### src/rtl/core/assert_macros.svh
// Assertion macros shared by the color converter RTL.
// Expects signals named clk and rst_n in the module that uses them.
`ifndef ASSERT_MACROS_SVH
`define ASSERT_MACROS_SVH
`ifndef SYNTHESIS
`define RHC_ASSERT_IMPL(lbl, ante, cons, msg) \
    lbl: assert property (@(posedge clk) disable iff (!rst_n) (ante) |-> (cons)) else $error(msg);
`define RHC_ASSERT_NEXT(lbl, ante, cons, msg) \
    lbl: assert property (@(posedge clk) disable iff (!rst_n) (ante) |=> (cons)) else $error(msg);
`else
`define RHC_ASSERT_IMPL(lbl, ante, cons, msg)
`define RHC_ASSERT_NEXT(lbl, ante, cons, msg)
`endif
`endif

### src/rtl/core/rhc_pkg.sv
// Shared constants and types for the RGB/HSV color converter.
// No dependencies.
package rhc_pkg;
    localparam int FRAC_BITS     = 12;
    localparam int HUE_FRAC_BITS = 6;
    localparam int CW            = FRAC_BITS + 1;            // component width
    localparam int HW            = 15;                       // hue width
    localparam int NUM_W         = 27;                       // dividend width
    localparam int Q_W           = 15;                       // quotient width
    localparam int PW            = 25;                       // product width
    localparam int FRONT_STAGES  = 4;
    localparam int DIV_STAGES    = Q_W;

    localparam logic [CW-1:0] ONE    = CW'(1) << FRAC_BITS;
    localparam logic [HW-1:0] SECTOR = HW'(60 << HUE_FRAC_BITS);
    localparam logic [HW-1:0] CIRCLE = HW'(360 << HUE_FRAC_BITS);

    localparam logic KIND_RGB2HSV = 1'b0;
    localparam logic KIND_HSV2RGB = 1'b1;

    typedef struct packed {
        logic [NUM_W-1:0] num;
        logic [CW-1:0]    den;
    } div_op_t;

    typedef struct packed {
        logic          kind;
        logic [2:0]    sec;
        logic [CW-1:0] m;
        logic [CW-1:0] v;
        logic          zero;
    } side_t;
endpackage

### src/rtl/core/rhc_div.sv
// Pipelined restoring divider, one quotient bit per stage.
// Depends on rhc_pkg. Quotient must fit Q_W bits.
module rhc_div (
    input  logic             clk,
    input  logic             ce,
    input  rhc_pkg::div_op_t op,
    output logic [14:0]      quo
);
    import rhc_pkg::*;

    logic [CW-1:0]    r_reg [DIV_STAGES];
    logic [Q_W-1:0]   q_reg [DIV_STAGES];
    logic [NUM_W-1:0] n_reg [DIV_STAGES];
    logic [CW-1:0]    d_reg [DIV_STAGES];

    for (genvar k = 0; k < DIV_STAGES; k++)
    begin : g_stage
        logic [CW-1:0]    r_in, d_in;
        logic [Q_W-1:0]   q_in;
        logic [NUM_W-1:0] n_in;
        logic [CW:0]      t;
        logic             bit_q;
        if (k == 0)
        begin : g_first
            assign r_in = CW'(op.num[NUM_W-1:Q_W]);
            assign q_in = '0;
            assign n_in = op.num;
            assign d_in = op.den;
        end
        else
        begin : g_next
            assign r_in = r_reg[k-1];
            assign q_in = q_reg[k-1];
            assign n_in = n_reg[k-1];
            assign d_in = d_reg[k-1];
        end
        assign t     = {r_in, n_in[Q_W-1-k]};
        assign bit_q = (t >= {1'b0, d_in});
        always_ff @(posedge clk)
        begin
            if (ce)
            begin
                r_reg[k] <= bit_q ? CW'(t - {1'b0, d_in}) : t[CW-1:0];
                q_reg[k] <= {q_in[Q_W-2:0], bit_q};
                n_reg[k] <= n_in;
                d_reg[k] <= d_in;
            end
        end
    end

    assign quo = q_reg[DIV_STAGES-1];
endmodule

### config.mk
export PLATFORM = sky130hd
export DESIGN_NAME = rhc_div
export DESIGN_NICKNAME = d
export VERILOG_FILES = /design/src/rtl/core/assert_macros.svh /design/src/rtl/core/rhc_pkg.sv /design/src/rtl/core/rhc_div.sv
export SDC_FILE = /design/constraint.sdc
export NUM_CORES = 1
export LEC_CHECK = 0
export BUFFER_PORTS_ARGS = -buffer_cell sky130_fd_sc_hd__buf_2
export CAP_MARGIN = 25
export CORE_MARGIN = 1.5
export CORE_UTILIZATION = 60
export CTS_BUF_LIST = sky130_fd_sc_hd__clkbuf_8
export CTS_CLUSTER_DIAMETER = 120
export DETAILED_ROUTE_END_ITERATION = 12
export PLACE_DENSITY = 0.77
export SETUP_SLACK_MARGIN = 0.3
export SLEW_MARGIN = 10
export SYNTH_ARGS = -nofsm -noshare
export SYNTH_HDL_FRONTEND = slang
export SYNTH_SLANG_ARGS = --single-unit
### constraint.sdc
create_clock -name clk -period 4.5 [get_ports clk]
set_input_delay 0.45 -clock clk [delete_from_list [all_inputs] [get_ports clk]]
set_output_delay 0.45 -clock clk [all_outputs]
set_load 0.05 [all_outputs]
* Word-level counts from Yosys, hierarchy flattened *
Memory sizes are Yosys's and may differ from the RTL's.
Index checks and enable logic that the tools add are counted.

word-level totals
  output and inout bits = 15
  bits in writable memories = 1,020
  register bits = 0
  memories = 4

memory list
  name   depth  bits a word  read ports  clocked after Yosys merged registers in  wr ports  line           text
  n_reg  15     27           14          0                                        15        rhc_div.sv:13  logic [NUM_W-1:0] n_reg [DIV_STAGES];
  q_reg  15     15           15          0                                        15        rhc_div.sv:12  logic [Q_W-1:0] q_reg [DIV_STAGES];
  d_reg  15     13           14          0                                        15        rhc_div.sv:14  logic [CW-1:0] d_reg [DIV_STAGES];
  r_reg  15     13           14          0                                        15        rhc_div.sv:11  logic [CW-1:0] r_reg [DIV_STAGES];

cells by class
  order comparisons = 15
  add/sub/neg operators = 15
  muxes and demuxes = 17

operator list
  cell            number
  $ge 14x13->1    14
  $mux 13         15
  $sub 13x13->13  15
  $ge 13x13->1    1
  $mux 1          2

* Depth between registers and ports, before layout *
Gate-level depths: netlist (run 1).
An unclocked memory read counts as a cell.

  depth in word-level cells = 3
  gate-level depth with buffers = 12
  depth with buffers taken out = 11

* Worst setup path before layout (run 1) *
No wires, ideal clock.

  path kind = register to register
  start point = memory n_reg[3][10], in the netlist n_reg[0][91]
  end point = memory r_reg[0][53] (netlist name), data pin
  arrival = 2.496 ns
  setup time = 0.260 ns
  setup slack = 1.744 ns
  stages on the path, launching flop included = 11
  clock period less this slack = 2.756 ns
  path buffers = 0
  path through = edfxtp_1 > inv_1 > ha_1 > inv_1 > fa_1 > a21o_1 > a21oi_2 > o21ai_1 > a221o_1 > o31ai_4 > mux2_2

RTL lines
  item                line
  start: declaration  rhc_div.sv:13
  end: declaration    rhc_div.sv:11

==> reports/metrics.cfg, run 1 <==
[status]
status = complete, no violations

[routing]
drtIter0Drc = 1195
vias_per_cell = 5.633
first_pass_iters = 5
routed_wl_um = 53420
vias = 17400
drtAntennaViolNets = 0
drc_errors = 0
drt-wirelength-per-cell_um = 17.29

[die]
start_util_pct = 61.30
ios = 57
die_h_um = 221.8
die_area_um2 = 49190
placementRows = 79
fp.dieW_um = 221.8
core_um2 = 46850

[clock_tree]
htree_levels = 3
cts.clk_slew.worst_paths_ns = 0.06
cts.sinks = 589
cts_buffers = 97
clk_path_buf_depth = 3
tritoncts = done
clk_latency_ns = 0.70
clock-root-buffer = clkbuf_8

[sta]
fin_setup_tns_ns = 0
fmax_mhz = 298.7
slew_headroom_pct = 32.77
setup_ws_ns = 1.152
fin_hold_ws_ns = 0.06418
worst_slew_pin_slew_ns = 1.008
skew_ns = 0.03151
finalCritPeriodShare_pct = 74.40
setup-violations-final = 0
rsz0062_at_grt = no
hold_viol = 0
finalCriticalPeriod_ns = 3.348
slew_viol_final = 0

[worst_setup_path]
path_delay_family = compound AO/OA/AOI/OAI gates
worst-path-stages = 10
critPathArrivalTime_ns = 3.79
cp_slowest_cell = a2111oi_4
crit_path_end_kind = register
critPathMostFrequentCell = inv_1
r2r_slack_ns = 1.15
crit_type = reg2reg
r2r-start = n_reg[0][65]
cp_slowest_stage_delay_ns = 0.77
crit_path_start = n_reg[0][65]
endpoint = r_reg[0][40]
path_max_fanout = 14
required_ns = 4.95
start_kind = register
rr_worst_depth = 10
cp_num_buf_inv = 2
worstPathCellList = inv_1 -> ha_1 -> inv_1 -> fa_1 -> a21o_1 -> a21oi_1 -> o211a_1 -> a211oi_1 -> a2111oi_4 -> mux2_2
r2r_end = r_reg[0][40]

[synth]
synth_nets = 2485
postSynth.asyncResetShare_pct = 0
ys_seq_elements = 589
syn_inst = 2234
synth_ff_type = edfxtp_1
yosysUniqueCellTypes = 65
synth_edf_count = 589
synth-warning-count = 0
avgSynthCellArea_um2 = 12.86
ys_seq_area_share_pct = 61.58
synth_area_um2 = 28720

[grt]
grt_pass1_vias = 17610
grt_usage_pct = 22.10
grt_pass1_wl_um = 87220
grt_start_max_net_pins = 107
grt_antenna_before_repair = 0
grt_remaining_overflow = 0

[flow_run]
max_cap_viol_count = 0

[power]
ir_drop_mv = 0.2849
cellLeakagePower_nw = 13.08
p_per_area_nw_per_um2 = 637.7

[final_layout]
nFillCells = 3312
fin_util_pct = 68.21
multi_input_area_um2 = 9951
area_growth_pct = 11.27
drive_gt1_share_pct = 12.17
num_antenna_cells = 0
finalNetCount = 2653
mostFrequentLayoutCells = 589 x edfxtp_1, 267 x inv_1, 195 x ha_1, 153 x nand2_1
final-seq-area_um2 = 17690
final_cells = 3089
final_common_cell = edfxtp_1

[placement]
portBuffers = 56
dp_hpwl_um = 37930
dp_cells = 2881
dp_slack_ns = 1.163
gp_congestion = 0.8786

[min_path]
hp-class = in2reg

-- power breakdown --
part | switching (mW) | total [mW] | leakage, nW | internal [mW]
combinational | 4.17 | 7.55 | 6.29 | 3.38
clock | 2.16 | 4.44 | 1.04 | 2.28
sequential | 0.657 | 8.39 | 5.75 | 7.73
-- how the worst min path moves through the flow --
stage,startpoint,endpoint,slack (ns),depth (start not counted)
after floorplan,n_reg[0][81],n_reg[0][108],0.40,0
after CTS,op[30],r_reg[0][3],0.009,3
after global placement,q_reg[10][4],q_reg[11][5],0.40,0
after global routing,op[30],r_reg[0][3],0.04,3
after detailed placement,n_reg[0][88],n_reg[0][115],0.40,0
final,op[30],r_reg[0][3],0.06,3
-- cells by family (layout without fill, tap and decap cells) --
kind of cell | Yosys count | in the layout | share of synthesized area [%]
mux | 80 | 80 | 3.071
fa+ha+maj | 209 | 209 | 9.470
flops | 589 | 589 | 61.58
buf+inv | 284 | 532 | 3.777
compound gates | 491 | 491 | 10.89
xor+xnor | 127 | 127 | 3.873
simple gates | 454 | 454 | 7.345
-- synthesized netlist by cell type (all sizes together) (3+ instances only) --
master	count	area, µm²
mux2	65	732.0
a221oi	4	53.80
inv	248	930.9
and3	6	37.54
o21ai	145	725.7
or4	3	22.52
o311a	3	30.03
fa	14	280.3
a211oi	12	90.09
a31oi	10	62.56
o211a	6	60.06
buf	13	67.57
o32ai	3	48.80
and4	3	26.28
clkbuf	23	86.33
o311ai	4	35.03
ha	195	2440
o211ai	7	57.55
nor3	37	185.2
nand2b	37	231.5
a31o	4	35.03
nand2	153	574.3
a2111oi	3	45.05
a21o	68	510.5
or3	5	31.28
nor2	122	457.9
nand4b	3	26.28
a21boi	8	60.06
nor4	9	56.30
o21a	21	157.7
a211o	6	52.55
o22ai	3	18.77
nand3b	3	22.52
nand3	21	105.1
a21oi	142	721.9
xor2	62	543.0
edfxtp	589	17690
nand4	18	112.6
xnor2	65	569.3
o31ai	14	118.9
mux2i	15	150.1
nor2b	19	118.9
or2	10	62.56
o21bai	16	120.1
-- final cells by class --
class | count | share of cell area [%]
clock buffers | 97 | 4.177
clock inverters | 82 | 1.597
inverters | 248 | 2.913
multi-input cells | 1361 | 31.14
flip-flops and latches | 589 | 55.34
well taps | 607 | 2.376
repair buffers | 105 | 2.455
-- worst reg2reg max path, delay by kind of cell, from the launching register on --
kind                       cells  cell delay (ns)
AOI/OAI and AO/OA              5             1.59
adders and majority gates      2             0.59
buffers and inverters          2             0.15
DFF                            1             0.35
muxes                          1             0.42
-- stage by stage --
stage               power, mW  cell area [µm²]
finish                  20.38            31960
global route            21.73            31960
CTS                     20.48            31960
detailed placement      15.92            29820
global placement        15.59            29810
floorplan               14.10            28720
-- routing by layer --
layer	track usage [%]	part of all wire (%)	vias to the layer above
li1	-	-	8528
met1	27.75	43	8345
met2	38.57	50	403
met3	3.644	3.8	123
met4	8.396	3.2	0
met5	0	0	-
-- timing repair --
item / 4_1_cts / 5_1_grt
gates resized for setup: 0 / 0
hold buffers: 29 / 0
hold endpoints to repair: 29 / 0
buffers inserted: 0 / 0
Note: power is estimated with default switching activity, not from simulation.
==> inputs of run 2 (changes only) <==
- CORE_UTILIZATION: 60 -> 59
- PLACE_DENSITY: 0.77 -> 0.79
- clock period: 4.5 -> 2.9 ns (I/O delays scaled with it)
==> run 2 against run 1 <==
Net effect: clock power rose by 58%; die area rose by 1.7%; critical path type unchanged; largest cell class unchanged; setup slack worse by 1.1 ns.
==> reports/metrics.cfg, run 2 (same netlist as run 1, synthesis figures left out) <==
[status]
status = complete, no violations

[sta]
skew_ns = 0.02459
hold_viol = 0
finalCriticalPeriod_ns = 2.846
setup-violations-final = 0
finalCritPeriodShare_pct = 98.13
worst_slew_pin_slew_ns = 0.7799
rsz0062_at_grt = yes
fmax_mhz = 351.4
slew_viol_final = 0
fin_hold_ws_ns = 0.1271
slew_headroom_pct = 47.69

[clock_tree]
cts.clk_slew.worst_paths_ns = 0.07
clk_latency_ns = 0.68
tritoncts = done
htree_levels = 3
cts_buffers = 94
cts.sinks = 589
clock-root-buffer = clkbuf_8
clk_path_buf_depth = 3

[grt]
grt_use_met1_pct = 31.61
grt_antenna_before_repair = 0
grt_pass1_vias = 18380
grt_use_met3_pct = 4.591
busiest_layer = met2
grt_usage_pct = 24.08
grt_pass1_wl_um = 94270
grt_start_max_net_pins = 78
grt_remaining_overflow = 0
met2_usage_pct = 40.00

[final_layout]
drive_gt1_share_pct = 24.30
final_common_cell = edfxtp_1
final-seq-area_um2 = 17690
area_growth_pct = 21.17
mostFrequentLayoutCells = 589 x edfxtp_1, 259 x inv_1, 179 x ha_1, 132 x nand2_1, 104 x a21oi_1
multi_input_area_um2 = 11250
final_cell_area_um2 = 34800
nFillCells = 3085
finalNetCount = 2804
final_cells = 3241
fin_util_pct = 72.74
num_antenna_cells = 0

[placement]
portBuffers = 56
dp_cells = 2919
placed_cell_area_um2 = 30180
dp_hpwl_um = 40300
gp_congestion = 0.8963

[power]
cellLeakagePower_nw = 14.39
finalPower_mw = 37.20
ir_drop_mv = 0.4805
p_per_area_nw_per_um2 = 1069

[worst_setup_path]
crit_path_end_kind = register
r2r_slack_ns = 0.05
required_ns = 3.32
start_kind = register
path_max_fanout = 5
critPathArrivalTime_ns = 3.27
crit_type = reg2reg
rr_worst_depth = 10

[min_path]
hp-class = in2reg
hold_depth = 1

[routing]
drt-wirelength-per-cell_um = 19.06
drc_errors = 0
routed_wl_um = 61760
vias = 18430
first_pass_iters = 7
vias_per_cell = 5.686
drtIter0Drc = 1373
drtAntennaViolNets = 0

[die]
die_h_um = 223.6
placementRows = 80
start_util_pct = 60.03
die_area_um2 = 50010
fp.dieW_um = 223.6
ios = 57
core_um2 = 47850

[flow_run]
max_cap_viol_count = 0

-- run 2: power by group --
group	internal, mW	switching (mW)	total, mW
combinational	8.36	8.57	16.9
clock	3.79	3.22	7.01
sequential	12.0	1.26	13.3
total	24.1	13.1	37.2
-- run 2: metrics by stage --
stage / worst slack [ns] / TNS (ns)
final: 0.05412 / 0
after CTS: 0.1449 / 0
after global routing: -0.01110 / -0.02232
after global placement: 0.01903 / 0
after floorplan: 0.2396 / 0
after detailed placement: -0.01776 / -0.02230
-- run 2: cell type report --
cell class	instances	area share, %
flip-flops and latches	589	50.82
multi-input cells	1365	32.33
repair buffers	255	6.640
clock buffers	99	3.915
inverters	248	2.689
well taps	615	2.211
clock inverters	70	1.395
-- run 2: repair_timing --
item                       4_1_cts  5_1_grt
hold endpoints to repair        40        0
hold buffers                    40        0
setup endpoints to repair      168      178
gates cloned                    11        7
setup buffers                   62       33
pin swaps                       63       74
resized for setup              135      279
-- run 2: path summary, 6_finish.rpt --
| check | startpoint | to |
|---|---|---|
| worst min-delay path | ce | r_reg[0][10] |
| worst max-delay path | n_reg[1][31] | r_reg[1][34] |
| worst min register to register | n_reg[0][191] | n_reg[1][2] |
| worst max register to register | n_reg[1][31] | r_reg[1][34] |
-- run 2: routing by layer --
layer / up-vias / part of all wire, % / routed length, µm
met5: - / 0 / 0
met2: 526 / 49 / 30350
met4: 0 / 3.0 / 1840
met3: 133 / 5.0 / 3075
met1: 8927 / 43 / 26500
li1: 8841 / - / -
-- run 2: critical path, stage by stage (launching register included) --
cell	delay, ns
edfxtp_1	0.38
inv_1	0.07
ha_2	0.18
inv_2	0.04
fa_2	0.34
a211oi_2	0.22
o21ai_2	0.09
a311oi_2	0.40
a32oi_2	0.24
a21o_4	0.30
mux2_4	0.33
