$ cat src/rtl/core/assert_macros.svh
// Assertion macros shared by the color converter RTL.
// Expects signals named clk and rst_n in the module that uses them.
`ifndef ASSERT_MACROS_SVH
`define ASSERT_MACROS_SVH
`ifndef SYNTHESIS
`define RHC_ASSERT_IMPL(lbl, ante, cons, msg) \
    lbl: assert property (@(posedge clk) disable iff (!rst_n) (ante) |-> (cons)) else $error(msg);
`define RHC_ASSERT_NEXT(lbl, ante, cons, msg) \
    lbl: assert property (@(posedge clk) disable iff (!rst_n) (ante) |=> (cons)) else $error(msg);
`else
`define RHC_ASSERT_IMPL(lbl, ante, cons, msg)
`define RHC_ASSERT_NEXT(lbl, ante, cons, msg)
`endif
`endif

$ cat src/rtl/core/rhc_pkg.sv
// Shared constants and types for the RGB/HSV color converter.
// No dependencies.
package rhc_pkg;
    localparam int FRAC_BITS     = 12;
    localparam int HUE_FRAC_BITS = 6;
    localparam int CW            = FRAC_BITS + 1;            // component width
    localparam int HW            = 15;                       // hue width
    localparam int NUM_W         = 27;                       // dividend width
    localparam int Q_W           = 15;                       // quotient width
    localparam int PW            = 25;                       // product width
    localparam int FRONT_STAGES  = 4;
    localparam int DIV_STAGES    = Q_W;

    localparam logic [CW-1:0] ONE    = CW'(1) << FRAC_BITS;
    localparam logic [HW-1:0] SECTOR = HW'(60 << HUE_FRAC_BITS);
    localparam logic [HW-1:0] CIRCLE = HW'(360 << HUE_FRAC_BITS);

    localparam logic KIND_RGB2HSV = 1'b0;
    localparam logic KIND_HSV2RGB = 1'b1;

    typedef struct packed {
        logic [NUM_W-1:0] num;
        logic [CW-1:0]    den;
    } div_op_t;

    typedef struct packed {
        logic          kind;
        logic [2:0]    sec;
        logic [CW-1:0] m;
        logic [CW-1:0] v;
        logic          zero;
    } side_t;
endpackage

$ cat src/rtl/core/rhc_front.sv
// Front pipeline: clamp, sector, min/max, products, divider operands (4 stages).
// Depends on rhc_pkg.
module rhc_front (
    input  logic            clk,
    input  logic            ce,
    input  logic            kind,
    input  logic [14:0]     in_a,
    input  logic [12:0]     in_b,
    input  logic [12:0]     in_c,
    output rhc_pkg::div_op_t op_a,
    output rhc_pkg::div_op_t op_b,
    output rhc_pkg::side_t   side
);
    import rhc_pkg::*;

    // stage 1: clamp and hue sector
    logic [CW-1:0] x_cl, y_cl, z_cl;
    logic [HW-1:0] h, hbase;
    logic [2:0]    sec;
    always_comb
    begin
        x_cl = (in_a > HW'(ONE)) ? ONE : in_a[CW-1:0];
        y_cl = (in_b > ONE) ? ONE : in_b;
        z_cl = (in_c > ONE) ? ONE : in_c;
        h     = (in_a >= CIRCLE) ? '0 : in_a;
        sec   = 3'd0;
        hbase = '0;
        for (int k = 1; k < 6; k++)
        begin
            if (h >= HW'(k) * SECTOR)
            begin
                sec   = 3'(k);
                hbase = HW'(k) * SECTOR;
            end
        end
    end

    logic          s1_kind_reg;
    logic [CW-1:0] s1_x_reg, s1_y_reg, s1_z_reg;
    logic [2:0]    s1_sec_reg;
    logic [HW-1:0] s1_rem_reg;
    always_ff @(posedge clk)
    begin
        if (ce)
        begin
            s1_kind_reg <= kind;
            s1_x_reg    <= x_cl;
            s1_y_reg    <= y_cl;
            s1_z_reg    <= z_cl;
            s1_sec_reg  <= sec;
            s1_rem_reg  <= h - hbase;
        end
    end

    // stage 2: max/min and hue numerator; v*(1-s)
    logic [CW-1:0] hi, lo, d;
    logic [HW:0]   num;
    always_comb
    begin
        hi = s1_x_reg;
        lo = s1_x_reg;
        if (s1_y_reg > hi) hi = s1_y_reg;
        if (s1_z_reg > hi) hi = s1_z_reg;
        if (s1_y_reg < lo) lo = s1_y_reg;
        if (s1_z_reg < lo) lo = s1_z_reg;
        d = hi - lo;
        // blue lowest, then red, then green
        priority if (lo == s1_z_reg)
            num = (HW+1)'(d) + (HW+1)'(s1_y_reg) - (HW+1)'(s1_x_reg);
        else if (lo == s1_x_reg)
            num = ((HW+1)'(d) << 1) + (HW+1)'(d) + (HW+1)'(s1_z_reg) - (HW+1)'(s1_y_reg);
        else
            num = ((HW+1)'(d) << 2) + (HW+1)'(d) + (HW+1)'(s1_x_reg) - (HW+1)'(s1_z_reg);
    end

    logic              s2_kind_reg;
    logic [CW-1:0]     s2_hi_reg, s2_d_reg, s2_v_reg;
    logic [HW-1:0]     s2_num_reg, s2_rem_reg;
    logic [2*CW-1:0]   s2_prod_reg;
    logic [2:0]        s2_sec_reg;
    always_ff @(posedge clk)
    begin
        if (ce)
        begin
            s2_kind_reg <= s1_kind_reg;
            s2_hi_reg   <= hi;
            s2_d_reg    <= d;
            s2_num_reg  <= num[HW-1:0];
            s2_prod_reg <= (2*CW)'(s1_z_reg) * (2*CW)'(ONE - s1_y_reg);
            s2_v_reg    <= s1_z_reg;
            s2_rem_reg  <= s1_rem_reg;
            s2_sec_reg  <= s1_sec_reg;
        end
    end

    // stage 3: interpolation products
    logic [CW-1:0] m;
    logic [HW-1:0] wrem;
    assign m    = s2_prod_reg[FRAC_BITS +: CW];
    assign wrem = SECTOR - s2_rem_reg;

    logic              s3_kind_reg;
    logic [CW-1:0]     s3_hi_reg, s3_d_reg, s3_v_reg, s3_m_reg;
    logic [2:0]        s3_sec_reg;
    logic [PW-1:0]     s3_t1_reg, s3_t2_reg, s3_t3_reg, s3_t4_reg;
    logic [NUM_W-1:0]  s3_hnum_reg;
    always_ff @(posedge clk)
    begin
        if (ce)
        begin
            s3_kind_reg <= s2_kind_reg;
            s3_hi_reg   <= s2_hi_reg;
            s3_d_reg    <= s2_d_reg;
            s3_v_reg    <= s2_v_reg;
            s3_m_reg    <= m;
            s3_sec_reg  <= s2_sec_reg;
            s3_t1_reg   <= PW'(wrem) * PW'(m);
            s3_t2_reg   <= PW'(s2_rem_reg) * PW'(s2_v_reg);
            s3_t3_reg   <= PW'(s2_rem_reg) * PW'(m);
            s3_t4_reg   <= PW'(wrem) * PW'(s2_v_reg);
            s3_hnum_reg <= NUM_W'(s2_num_reg) * NUM_W'(SECTOR);
        end
    end

    // stage 4: divider operands
    div_op_t op_a_reg, op_b_reg;
    side_t   side_reg;
    always_ff @(posedge clk)
    begin
        if (ce)
        begin
            if (s3_kind_reg == KIND_HSV2RGB)
            begin
                op_a_reg.num <= NUM_W'(s3_t1_reg) + NUM_W'(s3_t2_reg);
                op_a_reg.den <= CW'(SECTOR);
                op_b_reg.num <= NUM_W'(s3_t3_reg) + NUM_W'(s3_t4_reg);
                op_b_reg.den <= CW'(SECTOR);
                side_reg.v   <= s3_v_reg;
            end
            else
            begin
                op_a_reg.num <= NUM_W'(s3_d_reg) << FRAC_BITS;
                op_a_reg.den <= s3_hi_reg;
                op_b_reg.num <= s3_hnum_reg;
                op_b_reg.den <= s3_d_reg;
                side_reg.v   <= s3_hi_reg;
            end
            side_reg.kind <= s3_kind_reg;
            side_reg.sec  <= s3_sec_reg;
            side_reg.m    <= s3_m_reg;
            side_reg.zero <= (s3_d_reg == '0);
        end
    end

    assign op_a = op_a_reg;
    assign op_b = op_b_reg;
    assign side = side_reg;
endmodule

$ cat config.mk
export PLATFORM = sky130hd
export DESIGN_NAME = rhc_front
export DESIGN_NICKNAME = d
export VERILOG_FILES = /design/src/rtl/core/assert_macros.svh /design/src/rtl/core/rhc_pkg.sv /design/src/rtl/core/rhc_front.sv
export SDC_FILE = /design/constraint.sdc
export NUM_CORES = 2
export LEC_CHECK = 0
export ABC_AREA = 1
export BUFFER_PORTS_ARGS = -buffer_cell sky130_fd_sc_hd__buf_2
export CAP_MARGIN = 20
export CORE_MARGIN = 8
export CORE_UTILIZATION = 57
export CTS_BUF_LIST = sky130_fd_sc_hd__clkbuf_8
export DETAILED_ROUTE_END_ITERATION = 6
export PLACE_DENSITY = 0.81
export SLEW_MARGIN = 0
export SYNTH_ARGS = -nofsm -noshare
export SYNTH_HDL_FRONTEND = slang
export SYNTH_SLANG_ARGS = --single-unit
$ cat constraint.sdc
create_clock -name clk -period 10.3 [get_ports clk]
set_input_delay 1.03 -clock clk [delete_from_list [all_inputs] [get_ports clk]]
set_output_delay 1.03 -clock clk [all_outputs]
set_load 0.005 [all_outputs]
Yosys cells after proc, flatten, opt, wreduce, memory -nomap -nowiden
Index checks and enable logic that the tools add are counted.
Storage, ports and cells
  bits in registers: 441
  latch bits: 0
  RAM bits: 0
  ROM bits: 0
  input bits: 44
  output and inout port bits: 111
  logic and storage cells: 93
  memories kept: 0
Cells by class
  add/sub/neg operators: 14
  $mul: 6
  div/mod/pow operators: 0
  magnitude comparators: 13
  equal/unequal tests: 2
  shifts and indexed selects: 0
  multiplexer cells: 19
  bitwise operators: 0
  reductions and logical operators: 2
Operators by type and width (number)
  multiplier 15 x 13 -> 25 bit: 4
  two-way mux 13 bit: 6
  two-way mux 15 bit: 5
  adder 25 x 25 -> 26 bit: 2
  adder 15 x 13 -> 15 bit: 3
  two-way mux 40 bit: 1
  two-way mux 38 bit: 1
  >= comparator 15 x 14 -> 1 bit, second input constant: 2
  >= comparator 15 bit, second input constant: 2
  subtractor 15 x 13 -> 15 bit: 2
  == test 13 bit: 2
  greater-than comparator 13 bit: 2
  greater-than comparator 13 bit, second input constant: 2
  less-than comparator 13 bit: 2
  multiplier 14 x 14 -> 25 bit: 1
  multiplier 15 x 4 -> 19 bit, second input constant: 1
  adder 14 x 13 -> 15 bit: 1
  >= comparator 15 x 12 -> 1 bit, second input constant: 1
  >= comparator 15 x 13 -> 1 bit, second input constant: 1
  greater-than comparator 15 x 13 -> 1 bit, second input constant: 1
  subtractor 12 x 15 -> 15 bit, first input constant: 1
  subtractor 14 x 13 -> 15 bit: 1
  subtractor 15 bit: 1
  adder 13 x 13 -> 14 bit: 1
  8 further kinds: 10

Depth between registers and ports, before layout
  depth in word-level cells: 10
  gate-level depth with buffers: 54
  mapped depth without buffers: 50

Worst setup path before layout
OpenSTA, ideal clock, no wires.
  path type: flip-flop to flip-flop
  start point: reg s1_x_reg[12]
  end point: reg s2_num_reg[13] (data pin)
  setup time: 253 ps
  data arrival time: 7366 ps
  required time: 10047 ps
  slack: 2680 ps
  cell stages (with the launch flop): 43
  buffers on the path: 3
  period minus slack after synthesis: 7620 ps
  cell sequence: edfxtp_1 inv_1 ha_1 nand2_2 nor2_4 inv_2 nor2_2 nand2_2 nand2_4 clkbuf_1 o41ai_1 clkbuf_1 nand2_1 o21ai_0 ha_1 nand2_1 nor3_1 nor2_1 [7 not listed] o21ai_0 nand4_1 nand2_1 nand3_1 o21ai_1 xor2_1 fa_1 fa_1 inv_1 ha_1 inv_1 nor4_1 nand4_1 nand4_1 xor2_1 nand3b_1 nand3_1 nand2_1
Between the ends
  cells in the longest elaborated chain, start to end: 10
  elaborated cells between the ends (all ways): 21
  classes of those cells: 9 x add/sub; 4 x order compare; 2 x eq/ne; 6 x mux
Ends and longest elaborated chain
  start, declared: RTL line rhc_front.sv:39  | logic [CW-1:0] s1_x_reg, s1_y_reg, s1_z_reg;
  start signal, assigned: RTL line rhc_front.sv:47  | s1_x_reg <= x_cl;
  greater-than comparator 13 bit: RTL line rhc_front.sv:62  | if (s1_y_reg > hi) hi = s1_y_reg;
  two-way mux 13 bit (*): RTL line rhc_front.sv:62
  greater-than comparator 13 bit: RTL line rhc_front.sv:63  | if (s1_z_reg > hi) hi = s1_z_reg;
  two-way mux 13 bit (*): RTL line rhc_front.sv:63
  named net hi[1]: RTL line rhc_front.sv:56  | logic [CW-1:0] hi, lo, d;
  subtractor 13 bit (*): RTL line rhc_front.sv:66  | d = hi - lo;
  adder 15 x 13 -> 15 bit / adder 14 x 13 -> 15 bit (equally long branches): RTL line rhc_front.sv:73, rhc_front.sv:71
  adder 15 x 13 -> 15 bit, on equally long branches: RTL line rhc_front.sv:73, rhc_front.sv:71
  subtractor 15 x 13 -> 15 bit, on equally long branches: RTL line rhc_front.sv:73, rhc_front.sv:71
  two-way mux 15 bit: RTL line rhc_front.sv:70  | else if (lo == s1_x_reg)
  two-way mux 15 bit (*): RTL line rhc_front.sv:68  | priority if (lo == s1_z_reg)
  named net num[13]: RTL line rhc_front.sv:57  | logic [HW:0] num;
  end signal, assigned: RTL line rhc_front.sv:88  | s2_num_reg <= num[HW-1:0];
  end, declared: RTL line rhc_front.sv:78  | logic [HW-1:0] s2_num_reg, s2_rem_reg;
Mark *: on every way through the listed nets, which the timed path passes. The rest lies on a longest branch.
A chain may end at the register's enable or synchronous reset.

Worst setup path after layout
  start point: reg s1_x_reg[6]
  end point: reg s2_num_reg[13] (data pin)
Between the ends
  cells in the longest elaborated chain, start to end: 10
  elaborated cells between the ends (all ways): 21
  classes of those cells: 9 x add/sub; 4 x order compare; 2 x eq/ne; 6 x mux
Ends and longest elaborated chain (RTL line)
  greater-than comparator 13 bit / less-than comparator 13 bit (equally long branches): rhc_front.sv:62, rhc_front.sv:64
  two-way mux 13 bit, on equally long branches: rhc_front.sv:62, rhc_front.sv:64
  greater-than comparator 13 bit / less-than comparator 13 bit (equally long branches): rhc_front.sv:63, rhc_front.sv:65
  two-way mux 13 bit, on equally long branches: rhc_front.sv:63, rhc_front.sv:65
  subtractor 13 bit: rhc_front.sv:66
  adder 15 x 13 -> 15 bit / adder 14 x 13 -> 15 bit (equally long branches): rhc_front.sv:73, rhc_front.sv:71
  adder 15 x 13 -> 15 bit, on equally long branches: rhc_front.sv:73, rhc_front.sv:71
  subtractor 15 x 13 -> 15 bit, on equally long branches: rhc_front.sv:73, rhc_front.sv:71
  two-way mux 15 bit: rhc_front.sv:70
  two-way mux 15 bit (*): rhc_front.sv:68
  named net num[13]: rhc_front.sv:57
Marked as above.

==> impl_metrics.env <==
export IMPL_crit_path_frequent_cell="nand2_1"
export IMPL_antenna_found_initial=6
export IMPL_finalSetupViolCount=0
export IMPL_htreeDepth=3
export IMPL_syn_area_per_cell_um2=8.941
export IMPL_start_kind="register"
export IMPL_cts_buffers=78
export IMPL_final_setup_tns_ps=0
export IMPL_drt_pass1_iterations=6
export IMPL_placed_cells=7211
export IMPL_grt_max_degree=152
export IMPL_clock_sinks=426
export IMPL_relSlewSlack_pct=26.30
export IMPL_dpl_hpwl_um=111100
export IMPL_post_route_min_period_ps=8926
export IMPL_vias_per_cell=5.528
export IMPL_final_nets=7365
export IMPL_drt_iter0_drc=3954
export IMPL_drv_slew=0
export IMPL_synth_area_top_cells="fa_1 (29%), edfxtp_1 (24%), ha_1 (12%), inv_1 (9.6%), nand2_1 (9.2%)"
export IMPL_grt_usage_pct=27.99
export IMPL_hold_viol=0
export IMPL_cp_endpoint="s2_num_reg[13]"
export IMPL_drv_cap=0
export IMPL_fin_skew_ps=78.91
export IMPL_routed_wl_um=143000
export IMPL_clk_latency_ps=760
export IMPL_routedWlPerCell_um=19.46
export IMPL_die_width_um=321.1
export IMPL_ys_types=52
export IMPL_synth_async_reset_ratio_pct=0
export IMPL_die_y_um=321.1
export IMPL_required_ps=10780
export IMPL_clock_root_buffer="clkbuf_8"
export IMPL_gr_total_overflow=0
export IMPL_yosysTopAreaCell="fa_1"
export IMPL_cp_end_kind="register"
export IMPL_start_util_pct=57.20
export IMPL_reg2reg_depth=39
export IMPL_post_cts_buffers=0
export IMPL_seq_area_frac_synth_pct=24.11
export IMPL_crit_path_max_fanout=28
export IMPL_ios=155
export IMPL_num_rows=112
export IMPL_ys_warn_count=0
export IMPL_core_area_um2=92770
export IMPL_clock_path_buffers=3
export IMPL_drive_above_1_share_pct=6.187
export IMPL_synth_top_area_share_pct=29.35
export IMPL_r2r_end="s2_num_reg[13]"
export IMPL_fp_dieArea_um2=103100
export IMPL_port_buffers=153
export IMPL_rsz0062_at_grt="false"
export IMPL_worstSetupPathType="register to register"
export IMPL_synthCells=5935
export IMPL_cpMaxStageDelayCell="a21boi_2"
export IMPL_fill_cells=7683
export IMPL_rrSetupSlack_ps=1370
export IMPL_finalCritPeriodShare_pct=86.66
export IMPL_fmax_mhz=112.0
export IMPL_layoutNonFillerInstCount=7348
export IMPL_yosys_register_bits=426
export IMPL_grt_pass1_wl_um=225500
export IMPL_drc=0
export IMPL_tritoncts="yes"
export IMPL_syn_nets=7263
export IMPL_tightest_slew_ps=1106
export IMPL_syn_to_final_growth_pct=6.861
export IMPL_synth_main_ff_cell="edfxtp_1"
export IMPL_reg2reg_from="s1_x_reg[6]"
export IMPL_status="finished clean"
export IMPL_syn_area_um2=53070
export IMPL_clkTransAtPathRegs_ps=70
export IMPL_critPathArrivalTime_ps=9410
export IMPL_slowest_delay_ps=670
export IMPL_synth_edf_count=426
export IMPL_first_global_vias=41560
export IMPL_globalplace_congestion=0.9203
export IMPL_cts_resized=0
export IMPL_hp_class="register to register"
export IMPL_vias=40620
export IMPL_ant_nets=0
export IMPL_crit_path_start="s1_x_reg[6]"
export IMPL_ctsHoldBuffers=0
cells by family (layout without fill, tap and decap cells):
group                      after synthesis  in the layout  synth area share, %
DFF                                    426            426                24.11
and+or+nand+nor                       1885           1885                14.18
adders and majority gates             1284           1284                41.28
other                                    1              2             0.007067
xor gates and xnor gates               211            211                3.483
AOI/OAI and AO/OA                      549            549                5.682
buffers and inverters                 1579           1737                11.27
layout make-up:
type | count | area, um^2 | share of cell area, %
Clock inverter | 58 | 484.2 | 0.8539
Clock buffer | 78 | 1074 | 1.893
Inverter | 1379 | 5176 | 9.128
Tap cell | 1254 | 1569 | 2.767
Antenna cell | 1 | 2.502 | 0.004413
Sequential cell | 426 | 12790 | 22.56
Multi-Input combinational cell | 3930 | 34300 | 60.49
Timing Repair Buffer | 222 | 1306 | 2.304
synthesized netlist by cell type (23+ instances only):
library cell and instances:
a21oi_1 238, buf_1 37, clkbuf_1 149, edfxtp_1 426, fa_1 778, ha_1 506
inv_1 1354, nand2_1 1305, nand3_1 127, nand4_1 29, nor2_1 345, nor3_1 23
o21ai_0 199, xnor2_1 74, xor2_1 137
placed cells by master (no fill, tap or decap), types with 7 or more instances in the layout:
cell type  netlist  final
inv_1         1354   1365
nand2_1       1305   1305
fa_1           778    778
ha_1           506    506
edfxtp_1       426    426
nor2_1         345    345
a21oi_1        238    238
o21ai_0        199    199
buf_2            5    152
xor2_1         137    137
nand3_1        127    127
clkbuf_8         0     78
xnor2_1         74     74
buf_4            6     68
clkinv_1        19     35
nand4_1         29     29
nor3_1          23     23
a31oi_1         21     21
a21o_1          19     19
o21bai_1        14     14
o21a_1          13     13
clkinv_2         0     12
or2_2           11     11
nand2_2         11     11
nor4_1          11     11
o211ai_1        10     10
inv_2            6      7
metal layers:
metal,track usage [%],up-vias,part of all wire [%]
li1,-,18370,-
met1,37.62,19610,39
met2,43.25,2238,44
met3,5.353,397,11
met4,14.67,4,6.1
met5,0,-,0.015
worst min-delay path by stage:
stage | from | endpoint | slack (ps) | depth (start not counted)
finish | s1_rem_reg[3] | s2_rem_reg[3] | 400 | 0
global route | s1_rem_reg[0] | s2_rem_reg[0] | 420 | 0
CTS | s1_rem_reg[3] | s2_rem_reg[3] | 410 | 0
detailed placement | s1_rem_reg[0] | s2_rem_reg[0] | 400 | 0
global placement | s2_hi_reg[0] | s3_hi_reg[0] | 400 | 0
floorplan | s1_kind_reg | s2_kind_reg | 400 | 0
critical path, delay by kind of cell (launching register included):
family                   cells  cell delay (ps)
AO/OA/AOI/OAI                7             1970
adder cells (fa/ha/maj)      6             2350
flip-flops                   1              560
XOR/XNOR                     2              650
buffers and inverters        4              370
AND/OR/NAND/NOR             20             2760
per-stage QoR:
| stage | cell area [um^2] | setup slack (ps) | utilization (%) | hold WS [ps] |
|---|---|---|---|---|
| after floorplan | 53070 | 2680 | - | 400.3 |
| after global placement | 55150 | 1732 | 59.45 | 401.0 |
| after detailed placement | 55150 | 1560 | 59.45 | 404.5 |
| after CTS | 56700 | 1529 | 61.12 | 407.2 |
| after global routing | 56710 | 533.3 | 61.13 | 415.7 |
| final | 56710 | 1374 | 61.13 | 401.3 |
Power is not shown: default switching activity piles up to over one toggle a cycle in this logic, so the estimate is an artifact.
